$ cat src/design/assert_macros.svh
// Shared assertion macros for the gradient histogram block.
`ifndef ASSERT_MACROS_SVH
`define ASSERT_MACROS_SVH

// Clocked check, disabled while reset is high.
`define GHFS_ASSERT(label, prop, msg) \
   label: assert property (@(posedge clock) disable iff (reset) prop) \
      else $error(msg);

// Clocked check that also holds during reset.
`define GHFS_ASSERT_ALWAYS(label, prop, msg) \
   label: assert property (@(posedge clock) prop) \
      else $error(msg);

`endif

$ cat src/design/ghfs_pkg.sv
// ---------------------------------------------------------------------------
// ghfs_pkg
// Types, constants and codes shared by the gradient histogram block.
// ---------------------------------------------------------------------------
package ghfs_pkg;

   localparam int MAX_WIDTH   = 1024;
   localparam int MAX_HEIGHT  = 1024;
   localparam int NUM_BINS    = 16;
   localparam int LINES       = 4;
   localparam int WIN         = 5;

   localparam int COL_W       = $clog2(MAX_WIDTH);
   localparam int ROW_W       = $clog2(MAX_HEIGHT + 3);
   localparam int BIN_W       = $clog2(NUM_BINS);

   localparam int PIX_W       = 8;
   localparam int IMG_W_W     = 11;
   localparam int ROI_W       = 10;
   localparam int THR_S_W     = 11;
   localparam int THR_L_W     = 14;
   localparam int CNT_W       = 20;
   localparam int MAG_W       = 13;
   localparam int RAD_W       = 27;
   localparam int ROOT_W      = 14;
   localparam int PEAK_S_W    = 11;
   localparam int PEAK_L_W    = 14;
   localparam int ITER_W      = 4;

   localparam int CSR_IDX_W   = 3;
   localparam int CSR_DATA_W  = 14;

   localparam int QUEUE_DEPTH = 4;
   localparam int QPTR_W      = $clog2(QUEUE_DEPTH);

   localparam logic [CNT_W-1:0] COUNT_MAX = {CNT_W{1'b1}};
   localparam logic [RAD_W-1:0] ROOT_START = RAD_W'(1) << (RAD_W - 1);

   // Row weights of the 5x5 kernels written as shift amounts (1, 2, 4, 2, 1).
   localparam logic [1:0] ROW_SHIFT [WIN] = '{2'd0, 2'd1, 2'd2, 2'd1, 2'd0};

   typedef enum logic [CSR_IDX_W-1:0] {
      REG_IMAGE_WIDTH   = 3'd0,
      REG_ROI_COL_START = 3'd1,
      REG_ROI_COL_END   = 3'd2,
      REG_ROI_ROW_START = 3'd3,
      REG_ROI_ROW_END   = 3'd4,
      REG_THR_SMALL     = 3'd5,
      REG_THR_LARGE     = 3'd6
   } csr_index_type;

   typedef struct packed {
      logic [IMG_W_W-1:0] image_width;
      logic [ROI_W-1:0]   roi_col_start;
      logic [ROI_W-1:0]   roi_col_end;
      logic [ROI_W-1:0]   roi_row_start;
      logic [ROI_W-1:0]   roi_row_end;
      logic [THR_S_W-1:0] thr_small;
      logic [THR_L_W-1:0] thr_large;
   } cfg_type;

   // One unit of work for the back end: magnitudes and positive-tap sums.
   typedef struct packed {
      logic             evaluate;
      logic             eof;
      logic [MAG_W-1:0] mag_h3;
      logic [MAG_W-1:0] div_h3;
      logic [MAG_W-1:0] mag_v3;
      logic [MAG_W-1:0] div_v3;
      logic [MAG_W-1:0] mag_h5;
      logic [MAG_W-1:0] div_h5;
      logic [MAG_W-1:0] mag_v5;
      logic [MAG_W-1:0] div_v5;
   } job_type;

   typedef struct packed {
      logic    push;
      job_type job;
   } queue_wr_type;

   typedef struct packed {
      logic    empty;
      logic    full;
      job_type head;
   } queue_status_type;

   typedef enum logic [1:0] {
      FE_IDLE,
      FE_SHIFT,
      FE_PUSH
   } front_state_type;

   typedef enum logic [3:0] {
      BE_IDLE,
      BE_DISPATCH,
      BE_DIV_LOAD,
      BE_DIV,
      BE_SQ_H,
      BE_SQ_V,
      BE_SQRT,
      BE_UPDATE,
      BE_EMIT_LOAD,
      BE_EMIT_WAIT
   } back_state_type;

endpackage

$ cat src/design/ghfs_queue.sv
// ---------------------------------------------------------------------------
// ghfs_queue
// Short first-word-fall-through queue of work words between front and back.
// ---------------------------------------------------------------------------
module ghfs_queue (
   input  logic                       clock,
   input  logic                       reset,
   input  ghfs_pkg::queue_wr_type     qwr,
   input  logic                       pop,
   output ghfs_pkg::queue_status_type qstat
);
   import ghfs_pkg::*;

   job_type           entry_ff [QUEUE_DEPTH];
   logic [QPTR_W-1:0] wr_ptr_ff;
   logic [QPTR_W-1:0] rd_ptr_ff;
   logic [QPTR_W:0]   count_ff;
   logic              do_push;
   logic              do_pop;

   assign qstat.empty = (count_ff == '0);
   assign qstat.full  = (count_ff == (QPTR_W+1)'(QUEUE_DEPTH));
   assign qstat.head  = entry_ff[rd_ptr_ff];
   assign do_push     = qwr.push && !qstat.full;
   assign do_pop      = pop && !qstat.empty;

   always_ff @(posedge clock) begin
      if (do_push) begin
         entry_ff[wr_ptr_ff] <= qwr.job;
      end
   end

   always_ff @(posedge clock) begin
      if (reset) begin
         wr_ptr_ff <= '0;
         rd_ptr_ff <= '0;
         count_ff  <= '0;
      end else begin
         if (do_push) begin
            wr_ptr_ff <= wr_ptr_ff + QPTR_W'(1);
         end
         if (do_pop) begin
            rd_ptr_ff <= rd_ptr_ff + QPTR_W'(1);
         end
         if (do_push && !do_pop) begin
            count_ff <= count_ff + (QPTR_W+1)'(1);
         end else if (do_pop && !do_push) begin
            count_ff <= count_ff - (QPTR_W+1)'(1);
         end
      end
   end

endmodule

$ cat config.mk
export PLATFORM = sky130hd
export DESIGN_NAME = ghfs_queue
export DESIGN_NICKNAME = d
export VERILOG_FILES = /design/src/design/assert_macros.svh /design/src/design/ghfs_pkg.sv /design/src/design/ghfs_queue.sv
export SDC_FILE = /design/constraint.sdc
export NUM_CORES = 1
export LEC_CHECK = 0
export BUFFER_PORTS_ARGS = -buffer_cell sky130_fd_sc_hd__buf_2
export CORE_MARGIN = 5
export CORE_UTILIZATION = 55
export DETAILED_ROUTE_END_ITERATION = 7
export PLACE_DENSITY = 0.77
export RECOVER_POWER = 50
export SLEW_MARGIN = 20
export SYNTH_ARGS = -nofsm -noshare
export SYNTH_HDL_FRONTEND = slang
export SYNTH_SLANG_ARGS = --single-unit
$ cat constraint.sdc
create_clock -name clock -period 10.44 [get_ports clock]
set_input_delay 0 -clock clock [delete_from_list [all_inputs] [get_ports clock]]
set_output_delay 0 -clock clock [all_outputs]
set_load 0.05 [all_outputs]
==> results of run 1 <==
[metrics by stage]
stage / power, mW / setup WS (ps) / area, µm² / hold WS (ps)
after floorplan: 3.47 / 6390 / 15800 / 98.9
after global placement: 3.79 / 7550 / 17200 / 213
after detailed placement: 3.80 / 7470 / 17200 / 220
after CTS: 5.25 / 7430 / 19600 / 204
after global routing: 5.42 / 4490 / 19400 / 288
final: 5.20 / 4990 / 19400 / 289
[cell usage in the layout (no fill, tap or decap), drive strengths merged, types with 3 or more instances in the layout]
master and instances:
clkbuf 184, buf 96, clkinv 11, dfxtp 9
edfxtp 424, mux4 106, nor2 6, xor2 4
bufinv 3, inv 6, diode 4, and2 4
ha 5, dlygate4sd3 110
[worst register-to-register path, stage by stage (launching register included)]
cell,delay [ps]
dfxtp_1,450
nor3b_1,120
nor2_1,330
and2_0,3100
buf_4,1050
[sequential cells by signal, indices dropped and copies added, names as in the netlist, named ones only]
register / flops
rd_ptr_ff: 2
wr_ptr_ff: 2
count_ff: 3
entry_ff: 424
[synth_stat cells (all sizes together)]
master,count,area [µm²]
a21oi,2,10.0
and2,4,25.0
buf,18,151
clkbuf,7,26.3
dfxtp,9,180
edfxtp,424,12700
fa,1,20.0
ha,5,62.6
inv,4,15.0
mux2i,2,20.0
mux4,106,2390
nand2b,2,12.5
nor2,6,22.5
nor3,1,5.00
nor3b,1,7.51
o21ai,2,10.0
o311ai,1,8.76
o31ai,1,7.51
or3,2,12.5
xor2,4,35.0
[repair_timing]
item | CTS | global route
hold buffers | 110 | 0
gates resized for setup | 0 | 0
hold endpoints to repair | 433 | 0
[metal layers]
metal | routed length [µm] | up-vias
met4 | 578 | 2
met2 | 14900 | 292
met1 | 12500 | 3897
met3 | 2550 | 51
met5 | 7 | -
li1 | - | 3291
[area by class of cell]
| type | count | area share, % |
|---|---|---|
| sequential | 433 | 66.4 |
| multi-input combinational | 140 | 13.6 |
| timing repair buffer | 334 | 10.7 |
| clock buffer | 56 | 5.84 |
| tap | 384 | 2.47 |
| clock inverter | 16 | 0.805 |
| inverter | 4 | 0.0772 |
| antenna | 4 | 0.0515 |
[power by group]
part | leakage, nW | switching, mW | internal (mW)
Clock | 0.634 | 0.585 | 0.836
Combinational | 1.68 | 1.11 | 0.489
Sequential | 3.96 | 0.0801 | 2.10
Total | 6.28 | 1.77 | 3.43
[worst max path at each step]
stage / startpoint / to / slack (ps) / cells past startpoint
after floorplan: count_ff[2]$_SDFFE_PP0P_ / entry_ff[0][0]$_DFFE_PP_ / 6390 / 3
after global placement: count_ff[0]$_SDFFE_PP0P_ / entry_ff[1][32]$_DFFE_PP_ / 7550 / 4
after detailed placement: count_ff[0]$_SDFFE_PP0P_ / entry_ff[1][32]$_DFFE_PP_ / 7470 / 4
after CTS: flip-flop / qstat[75] / 7430 / 3
after global routing: count_ff[0]$_SDFFE_PP0P_ / entry_ff[1][35]$_DFFE_PP_ / 4490 / 4
final: count_ff[0]$_SDFFE_PP0P_ / entry_ff[1][32]$_DFFE_PP_ / 4990 / 4
[logic make-up (layout without fill, tap and decap cells)]
kind of cell,Yosys count,in the layout
muxes,108,108
buffers and inverters,29,410
AOI/OAI and AO/OA,6,6
DFF,433,433
other,0,4
adders and majority gates,6,6
xor gates and xnor gates,4,4
and+or+nand+nor,16,16
==> metrics.md, run 1 <==
| Metric | Value |
|---|---|
| Worst-Skew Late Latency | 530 ps |
| Status | finished, violations left |
| Clk slew on worst S/H paths | 60 ps |
| Multiplexer area fraction after synthesis | 15.3% |
| Arr. time, crit path | 5580 ps |
| H-tree levels | 2 |
| XOR/XNOR share of the synthesized area | 0.222% |
| First-pass GRT wire length | 45.9 mm |
| Peak VDD IR | 0.187 mV |
| Fin. Hold Viols | 0 |
| Largest family of logic cells by synthesized area | multiplexers |
| Crit-path max cell delay | 3100 ps |
| Post-synthesis sequential element count | 433 |
| Worst hold endpoint | entry_ff[3][73]$_DFFE_PP_ |
| Synthesized-area fraction occupied by adder cells | 0.524% |
| Unrepaired setup endpoints after global routing | no |
| Drt initial violations | 624 |
| Met2 usage | 30.6% |
| Worst path top cell family by delay | simple AND/OR/NAND/NOR gates |
| Critical Path Fanout Max | 57 |
| Synth Area in Compound Gates | 0.230% |
| Buf/Inv on CP | 1 |
| Total GRT Usage | 19.1% |
| Routed len/inst | 22.3 µm |
| R2R cell count | 4 |
| TNS Setup | 0 ps |
| Critical path class | reg2reg |
| Multi-input logic area | 0.00265 mm² |
| Power Dens Cells | 268 mW/mm² |
| Port Buffers | 217 |
| Largest net degree at the start of global routing | 60 |
| CTS buffer count | 43 |
| Via count | 7533 |
| Reg2reg end | entry_ff[1][32]$_DFFE_PP_ |
| M3 GR Usage | 5.04% |
| Critical-path top delay cell | and2_0 |
| Post-synthesis sequential area ratio | 82.0% |
| Post-Synth Simple-Gate Area | 0.540% |
| Core Area | 0.0285 mm² |
| Drt drc | 0 |
| Worst Max-Slew Pin Slew | 4280 ps |
| Static Leakage | 6.28 nW |
| Mapped Nets | 718 |
| Vias per cell | 5.49 |
| Initial Util | 55.3% |
| Beginning of the worst register-to-register path | count_ff[0]$_SDFFE_PP0P_ |
| Vias in the first global route | 7845 |
| Syn. warnings | 0 |
| Max Clock Freq | 183 MHz |
| Min Tclk post-route | 5450 ps |
| Area growth syn-to-layout | 23.4% |
| Total die area | 0.0321 mm² |
| Clock sinks | 433 |
| Post-CTS Setup Bufs | 0 |
| Die H | 179 µm |
| Min-Delay Startpoint | qwr[73] |
| Hold path depth | 2 |
| Failing checks | max-capacitance violations, max-slew violations |
| Mean cell area of the mapped netlist | 26.2 µm² |
| Post-Syn Area | 0.0158 mm² |
| Drt total wl | 30.5 mm |
| Antenna violations before repair | 4 |
| Relative max-transition margin | -185% |
| Register area | 0.0129 mm² |
| # nets final | 1072 |
| Fin crit share | 52.2% |
| Final core occ | 68.3% |
| Gp weighted congestion | 0.732 |
| # Max-Cap Violations | 5 |
| Met1 GRT Util | 27.2% |
| Setup crit start kind | flip-flop |
| DIE WIDTH | 179 µm |
| Gate Count Post-Synth | 602 |
| Fraction of layout instances using a drive strength above 1 | 26.2% |
| Library cells used by synthesis | 23 |
| 1st-pass router iterations | 6 |
| GRT busiest layer | met2 |
| Placed Cells | 1185 |
| Hold WC Path Type | in2reg |
| Final setup viols | 0 |
| Detailed placer's ending HPWL | 17.0 mm |
| Flop-to-flop setup slack | 4990 ps |
| CTS Root Cell | clkbuf_16 |
| Final Max Slew Viols | 293 |
| Antenna Violating Nets Remaining | 0 |
| Worst Path Required | 10570 ps |
| Filler instances | 1784 |
| Cell row count | 62 |
| Post-Layout Cell Count | 1371 |
| CTS tree | yes |
| # IOs | 218 |
| Deepest clock path buffer count | 3 |
| Crit end category | flip-flop |
| Final clock skew | 31.8 ps |
| Total grt overflow | 0 |
| CP Cell Sequence | nor3b_1 > nor2_1 > and2_0 > buf_4 |
Power figures use the tool's default switching activity.
==> run 2, diff against run 1 <==
clock period = 5.44 ns   (was 10.44 ns; I/O delays follow)
==> metrics.md, run 2 (same netlist as run 1, synthesis figures left out) <==
| Metric | Value |
|---|---|
| Max Clock Freq | 263 MHz (+44%) |
| Part of the power in registers | 40.9% (-1.1 points) |
| Crit end category | flip-flop |
| CP Cell Sequence | nor3b_1 > nor2_1 > and2_0 > buf_4 |
| Final setup viols | 0 (unchanged) |
| Peak VDD IR | 0.321 mV (+71%) |
| # nets final | 1074 (+0.19%) |
| Hold WC Path Type | in2reg |
| Static Leakage | 6.42 nW (+2.2%) |
| TNS Setup | 0 ps (unchanged) |
| Status | finished, violations left |
| Sw frac | 34.2% (+0.087 points) |
| Detailed placer's ending HPWL | 18.0 mm (+6.2%) |
| Largest net degree at the start of global routing | 98 (+63%) |
| Worst hold slack | 273 ps (-16.0 ps) |
| Switching Power | 3.47 mW (+96%) |
| Relative max-transition margin | -52.0% (+130 points) |
| Routed len/inst | 22.4 µm (+0.69%) |
| DIE WIDTH | 179 µm (unchanged) |
| Hold_buf cts | 109 (-0.91%) |
| Vias in the first global route | 8068 (+2.8%) |
| CTS buffer count | 43 (unchanged) |
| Deepest clock path buffer count | 3 (unchanged) |
| CTS tree | yes |
| Die H | 179 µm (unchanged) |
| # Max-Cap Violations | 2 (-3) |
| Cell row count | 62 (unchanged) |
| Port Buffers | 217 (unchanged) |
| Drt total wl | 31.0 mm (+1.5%) |
| Biggest regs | entry_ff: 424 flops, count_ff: 3 flops |
| Antenna Violating Nets Remaining | 0 (unchanged) |
| CP startpoint | count_ff[0]$_SDFFE_PP0P_ |
| First-pass GRT wire length | 46.6 mm (+1.4%) |
| CTS Root Cell | clkbuf_16 |
| Min-Delay Startpoint | qwr[32] |
| Vias per cell | 5.44 (-0.97%) |
| Via count | 7520 (-0.17%) |
| Total grt overflow | 0 (unchanged) |
| Final clock skew | 21.9 ps (-9.90 ps) |
| Pint | 6.68 mW (+95%) |
| Critical path class | reg2reg |
| Commonest non-fill, non-tap cell in the layout | edfxtp_1 |
| Worst Path Required | 5590 ps (-4980 ps) |
| Failing checks | max-capacitance violations, max-slew violations |
| Gp weighted congestion | 0.770 (+5.2%) |
| Clock share of power | 28.7% (+1.4 points) |
| Worst Max-Slew Pin Slew | 2280 ps (-2000 ps) |
| Fin crit share | 69.8% (+18 points) |
| Biggest register | entry_ff |
| Antenna violations before repair | 6 (+2) |
| Most frequent cells in the layout | edfxtp_1 (424), clkbuf_1 (110), dlygate4sd3_1 (109), buf_2 (109), mux4_2 (106) |
| Initial Util | 55.3% (unchanged) |
| Drt initial violations | 640 (+2.6%) |
| Worst-Skew Late Latency | 530 ps (about the same) |
| Total die area | 0.0321 mm² (unchanged) |
| Post-CTS Setup Bufs | 0 (unchanged) |
| H-tree levels | 2 (unchanged) |
| Critical-path top delay cell | and2_0 |
| Logic pwr share | 30.5% (-0.2 points) |
| Crit-path max cell delay | 1730 ps (-1370 ps) |
| Beginning of the worst register-to-register path | count_ff[0]$_SDFFE_PP0P_ |
| Clk slew on worst S/H paths | 60 ps (about the same) |
| Core Area | 0.0285 mm² (unchanged) |
| Post-CTS sizing | 0 (unchanged) |
| Clock sinks | 433 (unchanged) |
| Tot Pwr | 10.2 mW (+95%) |
| Total GRT Usage | 19.3% (+0.13 points) |
| Area growth syn-to-layout | 24.6% |
| Setup crit start kind | flip-flop |
| Critical Path Fanout Max | 41 (-28%) |
| Min Tclk post-route | 3800 ps (-1650 ps) |
| # IOs | 218 (unchanged) |
| Drt drc | 0 (unchanged) |
| Power Dens Cells | 517 mW/mm² (+93%) |
| Fin. Hold Viols | 0 (unchanged) |
| Final Max Slew Viols | 53 (-82%) |
| Unrepaired setup endpoints after global routing | no |
| 1st-pass router iterations | 5 (-1) |
| Arr. time, crit path | 3950 ps (-1630 ps) |
| Fraction of layout instances using a drive strength above 1 | 30.4% (+4.2 points) |
| Largest register FFs | 424 (unchanged) |
-- run 2: worst paths after layout --
path	cells past startpoint	endpoint	slack [ps]
max	4	entry_ff[3][58]$_DFFE_PP_	1640
min	2	entry_ff[3][32]$_DFFE_PP_	270
max reg2reg	4	entry_ff[3][58]$_DFFE_PP_	1640
min reg2reg	2	wr_ptr_ff[1]$_SDFFE_PP0P_	520
-- run 2: layout make-up --
| cell class | instances | area, µm² |
|---|---|---|
| antenna | 6 | 15.0 |
| clock buffer | 48 | 1150 |
| clock inverter | 31 | 272 |
| fill | 1776 | 8840 |
| inverter | 4 | 15.0 |
| multi-input combinational | 140 | 2650 |
| sequential | 433 | 12900 |
| tap | 384 | 480 |
| timing repair buffer | 336 | 2130 |
-- run 2: power groups by stage --
stage	Clock (mW)	Sequential, mW	Combinational [mW]
2_1_floorplan	0	4.16	2.50
3_3_place_gp	0	4.20	3.08
3_5_place_dp	0	4.22	3.09
4_1_cts	2.97	4.16	3.16
5_1_grt	3.10	4.18	3.26
6_report	2.91	4.15	3.10
-- run 2: metal layers --
layer / vias up / part of all wire [%] / global-route usage [%] / wire length [µm]
li1: 3313 / - / - / -
met1: 3845 / 41 / 27.4 / 12700
met2: 312 / 48 / 30.5 / 14900
met3: 50 / 8.6 / 5.04 / 2660
met4: 0 / 2.4 / 5.14 / 732
met5: - / 0 / 0 / 0
-- run 2: per-stage QoR --
| step | area, µm² | setup WS, ps | instances | utilization (%) |
|---|---|---|---|---|
| after global routing | 19600 | 1300 | 1382 | 68.9 |
| final | 19600 | 1640 | 1382 | 68.9 |
| after CTS | 19800 | 2490 | 1376 | 69.4 |
| after floorplan | 15800 | 1390 | 602 | - |
| after global placement | 17200 | 2940 | 1188 | 60.6 |
| after detailed placement | 17200 | 2880 | 1188 | 60.6 |
-- run 2: worst max-delay path: cells and delay by family (launching register included) --
kind,cells,cell delay [ps]
buf+inv,1,740
flops,1,450
simple gates,3,2180
