$ cat src/design/assert_macros.svh
// Shared assertion macros for the gradient histogram block.
`ifndef ASSERT_MACROS_SVH
`define ASSERT_MACROS_SVH

// Clocked check, disabled while reset is high.
`define GHFS_ASSERT(label, prop, msg) \
   label: assert property (@(posedge clock) disable iff (reset) prop) \
      else $error(msg);

// Clocked check that also holds during reset.
`define GHFS_ASSERT_ALWAYS(label, prop, msg) \
   label: assert property (@(posedge clock) prop) \
      else $error(msg);

`endif

$ cat src/design/ghfs_pkg.sv
// ---------------------------------------------------------------------------
// ghfs_pkg
// Types, constants and codes shared by the gradient histogram block.
// ---------------------------------------------------------------------------
package ghfs_pkg;

   localparam int MAX_WIDTH   = 1024;
   localparam int MAX_HEIGHT  = 1024;
   localparam int NUM_BINS    = 16;
   localparam int LINES       = 4;
   localparam int WIN         = 5;

   localparam int COL_W       = $clog2(MAX_WIDTH);
   localparam int ROW_W       = $clog2(MAX_HEIGHT + 3);
   localparam int BIN_W       = $clog2(NUM_BINS);

   localparam int PIX_W       = 8;
   localparam int IMG_W_W     = 11;
   localparam int ROI_W       = 10;
   localparam int THR_S_W     = 11;
   localparam int THR_L_W     = 14;
   localparam int CNT_W       = 20;
   localparam int MAG_W       = 13;
   localparam int RAD_W       = 27;
   localparam int ROOT_W      = 14;
   localparam int PEAK_S_W    = 11;
   localparam int PEAK_L_W    = 14;
   localparam int ITER_W      = 4;

   localparam int CSR_IDX_W   = 3;
   localparam int CSR_DATA_W  = 14;

   localparam int QUEUE_DEPTH = 4;
   localparam int QPTR_W      = $clog2(QUEUE_DEPTH);

   localparam logic [CNT_W-1:0] COUNT_MAX = {CNT_W{1'b1}};
   localparam logic [RAD_W-1:0] ROOT_START = RAD_W'(1) << (RAD_W - 1);

   // Row weights of the 5x5 kernels written as shift amounts (1, 2, 4, 2, 1).
   localparam logic [1:0] ROW_SHIFT [WIN] = '{2'd0, 2'd1, 2'd2, 2'd1, 2'd0};

   typedef enum logic [CSR_IDX_W-1:0] {
      REG_IMAGE_WIDTH   = 3'd0,
      REG_ROI_COL_START = 3'd1,
      REG_ROI_COL_END   = 3'd2,
      REG_ROI_ROW_START = 3'd3,
      REG_ROI_ROW_END   = 3'd4,
      REG_THR_SMALL     = 3'd5,
      REG_THR_LARGE     = 3'd6
   } csr_index_type;

   typedef struct packed {
      logic [IMG_W_W-1:0] image_width;
      logic [ROI_W-1:0]   roi_col_start;
      logic [ROI_W-1:0]   roi_col_end;
      logic [ROI_W-1:0]   roi_row_start;
      logic [ROI_W-1:0]   roi_row_end;
      logic [THR_S_W-1:0] thr_small;
      logic [THR_L_W-1:0] thr_large;
   } cfg_type;

   // One unit of work for the back end: magnitudes and positive-tap sums.
   typedef struct packed {
      logic             evaluate;
      logic             eof;
      logic [MAG_W-1:0] mag_h3;
      logic [MAG_W-1:0] div_h3;
      logic [MAG_W-1:0] mag_v3;
      logic [MAG_W-1:0] div_v3;
      logic [MAG_W-1:0] mag_h5;
      logic [MAG_W-1:0] div_h5;
      logic [MAG_W-1:0] mag_v5;
      logic [MAG_W-1:0] div_v5;
   } job_type;

   typedef struct packed {
      logic    push;
      job_type job;
   } queue_wr_type;

   typedef struct packed {
      logic    empty;
      logic    full;
      job_type head;
   } queue_status_type;

   typedef enum logic [1:0] {
      FE_IDLE,
      FE_SHIFT,
      FE_PUSH
   } front_state_type;

   typedef enum logic [3:0] {
      BE_IDLE,
      BE_DISPATCH,
      BE_DIV_LOAD,
      BE_DIV,
      BE_SQ_H,
      BE_SQ_V,
      BE_SQRT,
      BE_UPDATE,
      BE_EMIT_LOAD,
      BE_EMIT_WAIT
   } back_state_type;

endpackage

$ cat src/design/ghfs_if.sv


interface ghfs_rsp_if;
   logic                          valid;
   logic                          ready;
   logic [ghfs_pkg::BIN_W-1:0]    bin_index;
   logic [ghfs_pkg::CNT_W-1:0]    count_small;
   logic [ghfs_pkg::CNT_W-1:0]    count_large;
   logic [ghfs_pkg::PEAK_S_W-1:0] max_small;
   logic [ghfs_pkg::PEAK_L_W-1:0] max_large;
   logic                          is_clear;
   logic                          last;
   modport source (output valid, bin_index, count_small, count_large, max_small,
                   max_large, is_clear, last, input ready);
   modport sink   (input valid, bin_index, count_small, count_large, max_small,
                   max_large, is_clear, last, output ready);
endinterface


$ cat src/design/ghfs_back.sv
// ---------------------------------------------------------------------------
// ghfs_back
// Shared divider and square root, histograms, peaks and bin record output.
// ---------------------------------------------------------------------------
`include "assert_macros.svh"

module ghfs_back (
   input  logic                       clock,
   input  logic                       reset,
   input  ghfs_pkg::cfg_type          cfg,
   input  ghfs_pkg::queue_status_type qstat,
   output logic                       pop,
   ghfs_rsp_if.source                 rsp
);
   import ghfs_pkg::*;

   back_state_type state_ff, state_in;

   job_type           job_ff;
   logic [1:0]        sel_ff;
   logic              k_ff;
   logic [ITER_W-1:0] iter_ff;
   logic [MAG_W-1:0]  num_ff, dvs_ff, rem_ff;
   logic [MAG_W-1:0]  quot_ff [4];
   logic [RAD_W-1:0]  sq_ff, rad_ff, root_ff, bit_ff;
   logic [BIN_W-1:0]  idx_ff;

   logic [CNT_W-1:0]    hist_small_ff [NUM_BINS];
   logic [CNT_W-1:0]    hist_large_ff [NUM_BINS];
   logic [PEAK_S_W-1:0] peak_small_ff;
   logic [PEAK_L_W-1:0] peak_large_ff;

   logic                rsp_valid_ff;
   logic [BIN_W-1:0]    rsp_bin_ff;
   logic [CNT_W-1:0]    rsp_cs_ff, rsp_cl_ff;
   logic [PEAK_S_W-1:0] rsp_ms_ff;
   logic [PEAK_L_W-1:0] rsp_ml_ff;
   logic                rsp_clear_ff;
   logic                rsp_last_ff;

   logic [MAG_W-1:0]  op_mag, op_div;
   logic [MAG_W:0]    trial;
   logic              fits;
   logic [MAG_W-1:0]  rem_in, num_in;
   logic [MAG_W-1:0]  qh, qv;
   logic [RAD_W:0]    root_try;
   logic              root_fits;
   logic [ROOT_W-1:0] grad;
   logic [BIN_W-1:0]  grad_bin;
   logic [BIN_W-1:0]  hist_addr;
   logic [CNT_W-1:0]  rd_small, rd_large;
   logic              rsp_done;

   always_comb begin
      unique case (sel_ff)
         2'd0: begin op_mag = job_ff.mag_h3; op_div = job_ff.div_h3; end
         2'd1: begin op_mag = job_ff.mag_v3; op_div = job_ff.div_v3; end
         2'd2: begin op_mag = job_ff.mag_h5; op_div = job_ff.div_h5; end
         default: begin op_mag = job_ff.mag_v5; op_div = job_ff.div_v5; end
      endcase
   end

   // Restoring division, one quotient bit per cycle.
   assign trial  = {rem_ff, num_ff[MAG_W-1]};
   assign fits   = trial >= {1'b0, dvs_ff};
   assign rem_in = fits ? MAG_W'(trial - {1'b0, dvs_ff}) : trial[MAG_W-1:0];
   assign num_in = {num_ff[MAG_W-2:0], fits};

   assign qh = quot_ff[{k_ff, 1'b0}];
   assign qv = quot_ff[{k_ff, 1'b1}];

   assign root_try  = {1'b0, root_ff} + {1'b0, bit_ff};
   assign root_fits = {1'b0, rad_ff} >= root_try;

   assign grad      = root_ff[ROOT_W-1:0];
   assign grad_bin  = (|grad[ROOT_W-1:8]) ? BIN_W'(NUM_BINS - 1) : grad[7:4];
   assign hist_addr = (state_ff == BE_UPDATE) ? grad_bin : idx_ff;
   assign rd_small  = hist_small_ff[hist_addr];
   assign rd_large  = hist_large_ff[hist_addr];

   assign rsp_done = rsp_valid_ff && rsp.ready;

   always_ff @(posedge clock) begin
      unique case (state_ff)
         BE_IDLE: begin
            if (!qstat.empty) begin
               job_ff <= qstat.head;
            end
         end
         BE_DISPATCH: begin
            sel_ff <= 2'd0;
            idx_ff <= '0;
         end
         BE_DIV_LOAD: begin
            num_ff  <= op_mag;
            dvs_ff  <= (op_div == '0) ? MAG_W'(1) : op_div;
            rem_ff  <= '0;
            iter_ff <= '0;
         end
         BE_DIV: begin
            rem_ff  <= rem_in;
            num_ff  <= num_in;
            iter_ff <= iter_ff + ITER_W'(1);
            if (iter_ff == ITER_W'(MAG_W - 1)) begin
               quot_ff[sel_ff] <= num_in;
               sel_ff          <= sel_ff + 2'd1;
               k_ff            <= 1'b0;
            end
         end
         BE_SQ_H: begin
            sq_ff <= RAD_W'(qh * qh);
         end
         BE_SQ_V: begin
            rad_ff  <= sq_ff + RAD_W'(qv * qv);
            root_ff <= '0;
            bit_ff  <= ROOT_START;
         end
         BE_SQRT: begin
            if (root_fits) begin
               rad_ff  <= rad_ff - root_try[RAD_W-1:0];
               root_ff <= (root_ff >> 1) + bit_ff;
            end else begin
               root_ff <= root_ff >> 1;
            end
            bit_ff <= bit_ff >> 2;
         end
         BE_UPDATE: begin
            k_ff   <= ~k_ff;
            idx_ff <= '0;
         end
         BE_EMIT_WAIT: begin
            if (rsp_done) begin
               idx_ff <= idx_ff + BIN_W'(1);
            end
         end
         default: begin
         end
      endcase
   end

   always_ff @(posedge clock) begin
      if (reset) begin
         peak_small_ff <= '0;
         peak_large_ff <= '0;
         for (int b = 0; b < NUM_BINS; b++) begin
            hist_small_ff[b] <= '0;
            hist_large_ff[b] <= '0;
         end
      end else if (state_ff == BE_UPDATE) begin
         if (!k_ff) begin
            if (rd_small != COUNT_MAX) begin
               hist_small_ff[hist_addr] <= rd_small + CNT_W'(1);
            end
            if (grad[PEAK_S_W-1:0] > peak_small_ff) begin
               peak_small_ff <= grad[PEAK_S_W-1:0];
            end
         end else begin
            if (rd_large != COUNT_MAX) begin
               hist_large_ff[hist_addr] <= rd_large + CNT_W'(1);
            end
            if (grad > peak_large_ff) begin
               peak_large_ff <= grad;
            end
         end
      end else if (state_ff == BE_EMIT_LOAD) begin
         // Each bin is cleared as its record is loaded for the next frame.
         hist_small_ff[hist_addr] <= '0;
         hist_large_ff[hist_addr] <= '0;
      end else if (state_ff == BE_EMIT_WAIT && rsp_done && rsp_last_ff) begin
         peak_small_ff <= '0;
         peak_large_ff <= '0;
      end
   end

   always_ff @(posedge clock) begin
      if (state_ff == BE_EMIT_LOAD) begin
         rsp_bin_ff   <= idx_ff;
         rsp_cs_ff    <= rd_small;
         rsp_cl_ff    <= rd_large;
         rsp_ms_ff    <= peak_small_ff;
         rsp_ml_ff    <= peak_large_ff;
         rsp_clear_ff <= (peak_small_ff >= cfg.thr_small) &&
                         (peak_large_ff >= cfg.thr_large);
         rsp_last_ff  <= (idx_ff == BIN_W'(NUM_BINS - 1));
      end
   end

   always_ff @(posedge clock) begin
      if (reset) begin
         state_ff     <= BE_IDLE;
         rsp_valid_ff <= 1'b0;
      end else begin
         state_ff <= state_in;
         if (state_ff == BE_EMIT_LOAD) begin
            rsp_valid_ff <= 1'b1;
         end else if (rsp_done) begin
            rsp_valid_ff <= 1'b0;
         end
      end
   end

   always_comb begin
      state_in = state_ff;
      pop      = 1'b0;
      unique case (state_ff)
         BE_IDLE: begin
            if (!qstat.empty) begin
               pop      = 1'b1;
               state_in = BE_DISPATCH;
            end
         end
         BE_DISPATCH: begin
            state_in = job_ff.evaluate ? BE_DIV_LOAD : BE_EMIT_LOAD;
         end
         BE_DIV_LOAD: begin
            state_in = BE_DIV;
         end
         BE_DIV: begin
            if (iter_ff == ITER_W'(MAG_W - 1)) begin
               state_in = (sel_ff == 2'd3) ? BE_SQ_H : BE_DIV_LOAD;
            end
         end
         BE_SQ_H: begin
            state_in = BE_SQ_V;
         end
         BE_SQ_V: begin
            state_in = BE_SQRT;
         end
         BE_SQRT: begin
            if (bit_ff == RAD_W'(1)) begin
               state_in = BE_UPDATE;
            end
         end
         BE_UPDATE: begin
            if (!k_ff) begin
               state_in = BE_SQ_H;
            end else begin
               state_in = job_ff.eof ? BE_EMIT_LOAD : BE_IDLE;
            end
         end
         BE_EMIT_LOAD: begin
            state_in = BE_EMIT_WAIT;
         end
         BE_EMIT_WAIT: begin
            if (rsp_done) begin
               state_in = rsp_last_ff ? BE_IDLE : BE_EMIT_LOAD;
            end
         end
         default: begin
            state_in = BE_IDLE;
         end
      endcase
   end

   assign rsp.valid       = rsp_valid_ff;
   assign rsp.bin_index   = rsp_bin_ff;
   assign rsp.count_small = rsp_cs_ff;
   assign rsp.count_large = rsp_cl_ff;
   assign rsp.max_small   = rsp_ms_ff;
   assign rsp.max_large   = rsp_ml_ff;
   assign rsp.is_clear    = rsp_clear_ff;
   assign rsp.last        = rsp_last_ff;

   `GHFS_ASSERT(a_valid_in_emit, rsp_valid_ff |-> (state_ff == BE_EMIT_WAIT), "record word outside emit")
   `GHFS_ASSERT(a_peaks_cleared, (rsp_done && rsp_last_ff) |=> (peak_small_ff == '0 && peak_large_ff == '0), "peaks not cleared after frame")
   `GHFS_ASSERT_ALWAYS(a_pop_nonempty, pop |-> !qstat.empty, "pop from empty queue")

endmodule

$ cat src/flat_wrapper.sv
// flat-port wrapper written by rule: the top's interface ports become plain ports
module ghfs_back_flat import ghfs_pkg::*;
  (clock, reset, cfg, qstat, pop, rsp_valid, rsp_bin_index, rsp_count_small, rsp_count_large, rsp_max_small, rsp_max_large, rsp_is_clear, rsp_last, rsp_ready);
  ghfs_rsp_if rsp_i ();
  input  logic clock;
  input  logic reset;
  input  ghfs_pkg::cfg_type cfg;
  input  ghfs_pkg::queue_status_type qstat;
  output logic pop;
  output wire logic [$bits(rsp_i.valid)-1:0] rsp_valid;
  output wire logic [$bits(rsp_i.bin_index)-1:0] rsp_bin_index;
  output wire logic [$bits(rsp_i.count_small)-1:0] rsp_count_small;
  output wire logic [$bits(rsp_i.count_large)-1:0] rsp_count_large;
  output wire logic [$bits(rsp_i.max_small)-1:0] rsp_max_small;
  output wire logic [$bits(rsp_i.max_large)-1:0] rsp_max_large;
  output wire logic [$bits(rsp_i.is_clear)-1:0] rsp_is_clear;
  output wire logic [$bits(rsp_i.last)-1:0] rsp_last;
  input wire logic [$bits(rsp_i.ready)-1:0] rsp_ready;
  assign rsp_valid = rsp_i.valid;
  assign rsp_bin_index = rsp_i.bin_index;
  assign rsp_count_small = rsp_i.count_small;
  assign rsp_count_large = rsp_i.count_large;
  assign rsp_max_small = rsp_i.max_small;
  assign rsp_max_large = rsp_i.max_large;
  assign rsp_is_clear = rsp_i.is_clear;
  assign rsp_last = rsp_i.last;
  assign rsp_i.ready = rsp_ready;
  ghfs_back u_core (.clock(clock), .reset(reset), .cfg(cfg), .qstat(qstat), .pop(pop), .rsp(rsp_i));
endmodule
$ cat config.mk
export PLATFORM = sky130hd
export DESIGN_NAME = ghfs_back_flat
export DESIGN_NICKNAME = d
export VERILOG_FILES = /design/src/design/ghfs_pkg.sv /design/src/design/ghfs_if.sv /design/src/design/ghfs_back.sv /design/src/flat_wrapper.sv
export VERILOG_INCLUDE_DIRS = /design/src /design/src/design
export SDC_FILE = /design/constraint.sdc
export NUM_CORES = 2
export LEC_CHECK = 0
export BUFFER_PORTS_ARGS = -buffer_cell sky130_fd_sc_hd__buf_2
export CAP_MARGIN = 20
export CORE_MARGIN = 5
export CORE_UTILIZATION = 35
export CTS_CLUSTER_DIAMETER = 150
export CTS_CLUSTER_SIZE = 8
export DETAILED_ROUTE_END_ITERATION = 16
export GPL_ROUTABILITY_DRIVEN = 0
export SLEW_MARGIN = 15
export SYNTH_ARGS = -nofsm -noshare
export SYNTH_HDL_FRONTEND = slang
export SYNTH_SLANG_ARGS = --single-unit
$ cat constraint.sdc
create_clock -name clock -period 14.5 [get_ports clock]
set_input_delay 0 -clock clock [delete_from_list [all_inputs] [get_ports clock]]
set_output_delay 0 -clock clock [all_outputs]
set_load 0.02 [all_outputs]
==> impl_metrics.ini <==
[grt]
track_usage = 0.195
grt_pass1_wl_um = 279000
grt_start_max_net_pins = 198
grt_pass1_vias = 46100
antenna_found_initial = 3
grt-ovfl-total = 0

[synth]
yosysUniqueCellTypes = 95
syn_avg_cell_area_um2 = 10.7
ys_ff_latch = 1043
yosys_warnings = 0
syn-instance-count = 5729
netlist_area_um2 = 61100
synth_ff_type = edfxtp_1
synth-edff-count = 1012
synth_nets = 6398
synthArstFlopShare = 0
ys_seq_area_frac = 0.507

[critical_path]
worstPathRequired_ns = 15.01
path_class = reg -> reg
cp-end-kind = register
crit_path_start_kind = register
arrival_ns = 9.40
cp_max_fo = 33
rr_worst_depth = 23

[timing]
final-max-slew-violation-count = 0
timing.clock.skew_ns = 0.0472
fmax_mhz = 112
tightest_slew_ns = 1.21
rsz0062_at_grt = no
max_slew_margin = 0.186
finalSetupTns_ns = 0
finalSetupViolations = 0
hold_viol_final = 0
min_period_ns = 8.89
fin_ws_ns = 5.61
fin_crit_sh = 0.613

[detailed_routing]
drc = 0
routed_wirelength_um = 184000
dr.pass1.iters = 7
antenna_left = 0
vias = 45800
vias_per_cell = 5.45
wire_per_inst_um = 21.9
drt-initial-drc-count = 4549

[floorplanning]
coreArea_um2 = 174000
dieWidth_um = 428
dieArea_um2 = 183000
num_io_pins = 260
rows = 153
start_util = 0.352
die_h_um = 428

[cts]
cts_resized = 0
htree_levels = 4
clock_path_buffers = 3
clk_latency_ns = 0.78
cts_buffers = 148
cts.sinks = 1043
clk_pin_slew_ns = 0.06
cts-root-buf = clkbuf_16
cts_tree = done

[layout]
seq_area_um2 = 31000
multi_input_area_um2 = 26500
post-route-cell-area_um2 = 70700
stdcell_count = 8408
nets = 6701
syn2layout_area_growth_pct = 15.6
drive_gt1_frac = 0.103
nFillCells = 16500

[power]
ir_drop_uv = 116
p_per_area_nw_per_um2 = 123
leakage_uw = 0.0270

[min_path]
hold_depth = 2
min_path_type = in -> reg

[placement]
placed_cells = 7985
dp_hpwl_um = 119000
place_area_um2 = 64100
numPortBuffers = 207
place_ws_ns = 5.67

[job]
cap_violations = 0

[status]
status = finished, final reports clean
==> critical path: stages (launching register included) <==
cell and delay [ns]:
dfxtp_2 0.90, mux2i_1 0.86, clkinv_1 0.66, nand2_1 0.30, fa_1 0.46, inv_1 0.10
fa_1 0.41, fa_1 0.46, fa_1 0.51, fa_1 0.60, inv_1 0.07, fa_1 0.50
inv_1 0.04, ha_1 0.37, a21o_1 0.19, a21o_1 0.17, a2111oi_0 0.67, o21ai_0 0.20
a32oi_1 0.29, a2111oi_0 0.20, o21ai_0 0.21, nor2b_1 0.18, xor2_1 0.17, mux2i_1 0.09
==> where the power goes <==
part	switching, µW	internal (µW)	leakage, µW
combinational	1290	571	0.0147
clock	1350	1870	0.00201
sequential	82.4	3530	0.0102
==> flip-flops by register name, summed over array words and instances, names as in the netlist, 20 cells and up, named ones only <==
register                cells
u_core.rad_ff              27
u_core.quot_ff             52
u_core.root_ff             27
u_core.rsp.count_large     20
u_core.rsp.count_small     20
u_core.hist_small_ff      320
u_core.job_ff             106
u_core.sq_ff               25
u_core.hist_large_ff      320
==> placed cells by master (no fill, tap or decap), types with 42 or more instances in the layout <==
master and count:
ha_1 265, nand2b_1 238, edfxtp_1 1012, mux2i_1 47, a31oi_1 117, fa_1 217, inv_1 493, a21o_1 42
o22ai_1 101, nand2_1 414, clkbuf_16 150, nand3_1 160, buf_2 208, a222oi_1 74, a21oi_1 332, dlygate4sd3_1 212
nor2_1 820, xnor2_1 91, nor3_1 87, xor2_1 64, o21ai_0 197, mux2_2 66, buf_4 87
==> final cells by class <==
type	count	area share
repair buffers	522	0.0578
clock buffers	181	0.0548
inverters	509	0.0271
well taps	2325	0.0412
clock inverters	14	0.00448
multi-input cells	3808	0.376
diodes	6	0.000212
flip-flops and latches	1043	0.439
==> path summary, 6_finish.rpt <==
kind,startpoint,end,slack (ns)
max,register,u_core.rad_ff[26],5.61
min,qstat[35],u_core.job_ff[35],0.09
max reg2reg,register,u_core.rad_ff[26],5.61
min reg2reg,u_core.peak_small_ff[10],u_core.rsp.max_small[10],0.54
==> kinds of logic (layout without fill, tap and decap cells) <==
group | count (synthesis) | in the layout | share of synthesized area
buffers and inverters | 878 | 1226 | 0.0612
adders and majority gates | 482 | 482 | 0.125
xor gates and xnor gates | 155 | 155 | 0.0222
AOI/OAI and AO/OA | 1111 | 1111 | 0.118
DFF | 1043 | 1043 | 0.507
other | 0 | 6 | 0
muxes | 116 | 116 | 0.0206
and+or+nand+nor | 1944 | 1944 | 0.146
==> layer usage <==
metal,track usage,share of wire,vias to the layer above
li1,-,-,20800
met1,0.249,0.41,22700
met2,0.330,0.49,1874
met3,0.0287,0.064,383
met4,0.0827,0.043,0
met5,0,0,-
==> per-stage QoR <==
step | total power [µW] | hold WS, ns | utilization
floorplan | 4820 | 0.0989 | -
global placement | 5440 | 0.177 | 0.369
detailed placement | 5460 | 0.178 | 0.369
CTS | 8730 | 0.0418 | 0.405
global route | 9030 | 0.0504 | 0.406
finish | 8700 | 0.0916 | 0.407
==> cells in the mapped netlist, types with 22 or more instances <==
| cell | instances | area (µm²) |
|---|---|---|
| nand2_1 | 415 | 1560 |
| xnor2_1 | 91 | 797 |
| buf_4 | 48 | 360 |
| dfxtp_1 | 31 | 621 |
| edfxtp_1 | 1012 | 30400 |
| mux2i_1 | 47 | 470 |
| nor4_1 | 34 | 213 |
| fa_1 | 217 | 4340 |
| nand2b_1 | 244 | 1530 |
| nor2b_1 | 24 | 150 |
| nand4_1 | 35 | 219 |
| o211ai_1 | 25 | 188 |
| o22ai_1 | 102 | 638 |
| a211oi_1 | 22 | 165 |
| mux2_2 | 66 | 743 |
| a31oi_1 | 118 | 738 |
| clkbuf_1 | 185 | 694 |
| and3_1 | 32 | 200 |
| nor3_1 | 90 | 450 |
| buf_2 | 100 | 500 |
| a21o_1 | 42 | 315 |
| nor2_1 | 823 | 3090 |
| a21oi_1 | 334 | 1670 |
| a222oi_1 | 74 | 741 |
| o21ai_0 | 198 | 991 |
| xor2_1 | 64 | 561 |
| o21a_1 | 26 | 195 |
| nand3_1 | 161 | 806 |
| ha_1 | 265 | 3320 |
| inv_1 | 495 | 1860 |
==> repair_timing <==
item	CTS	global route
hold buffers	212	0
endpoints found under the hold margin	152	0
setup buffers	0	0
Note: power is estimated with default switching activity, not from simulation.
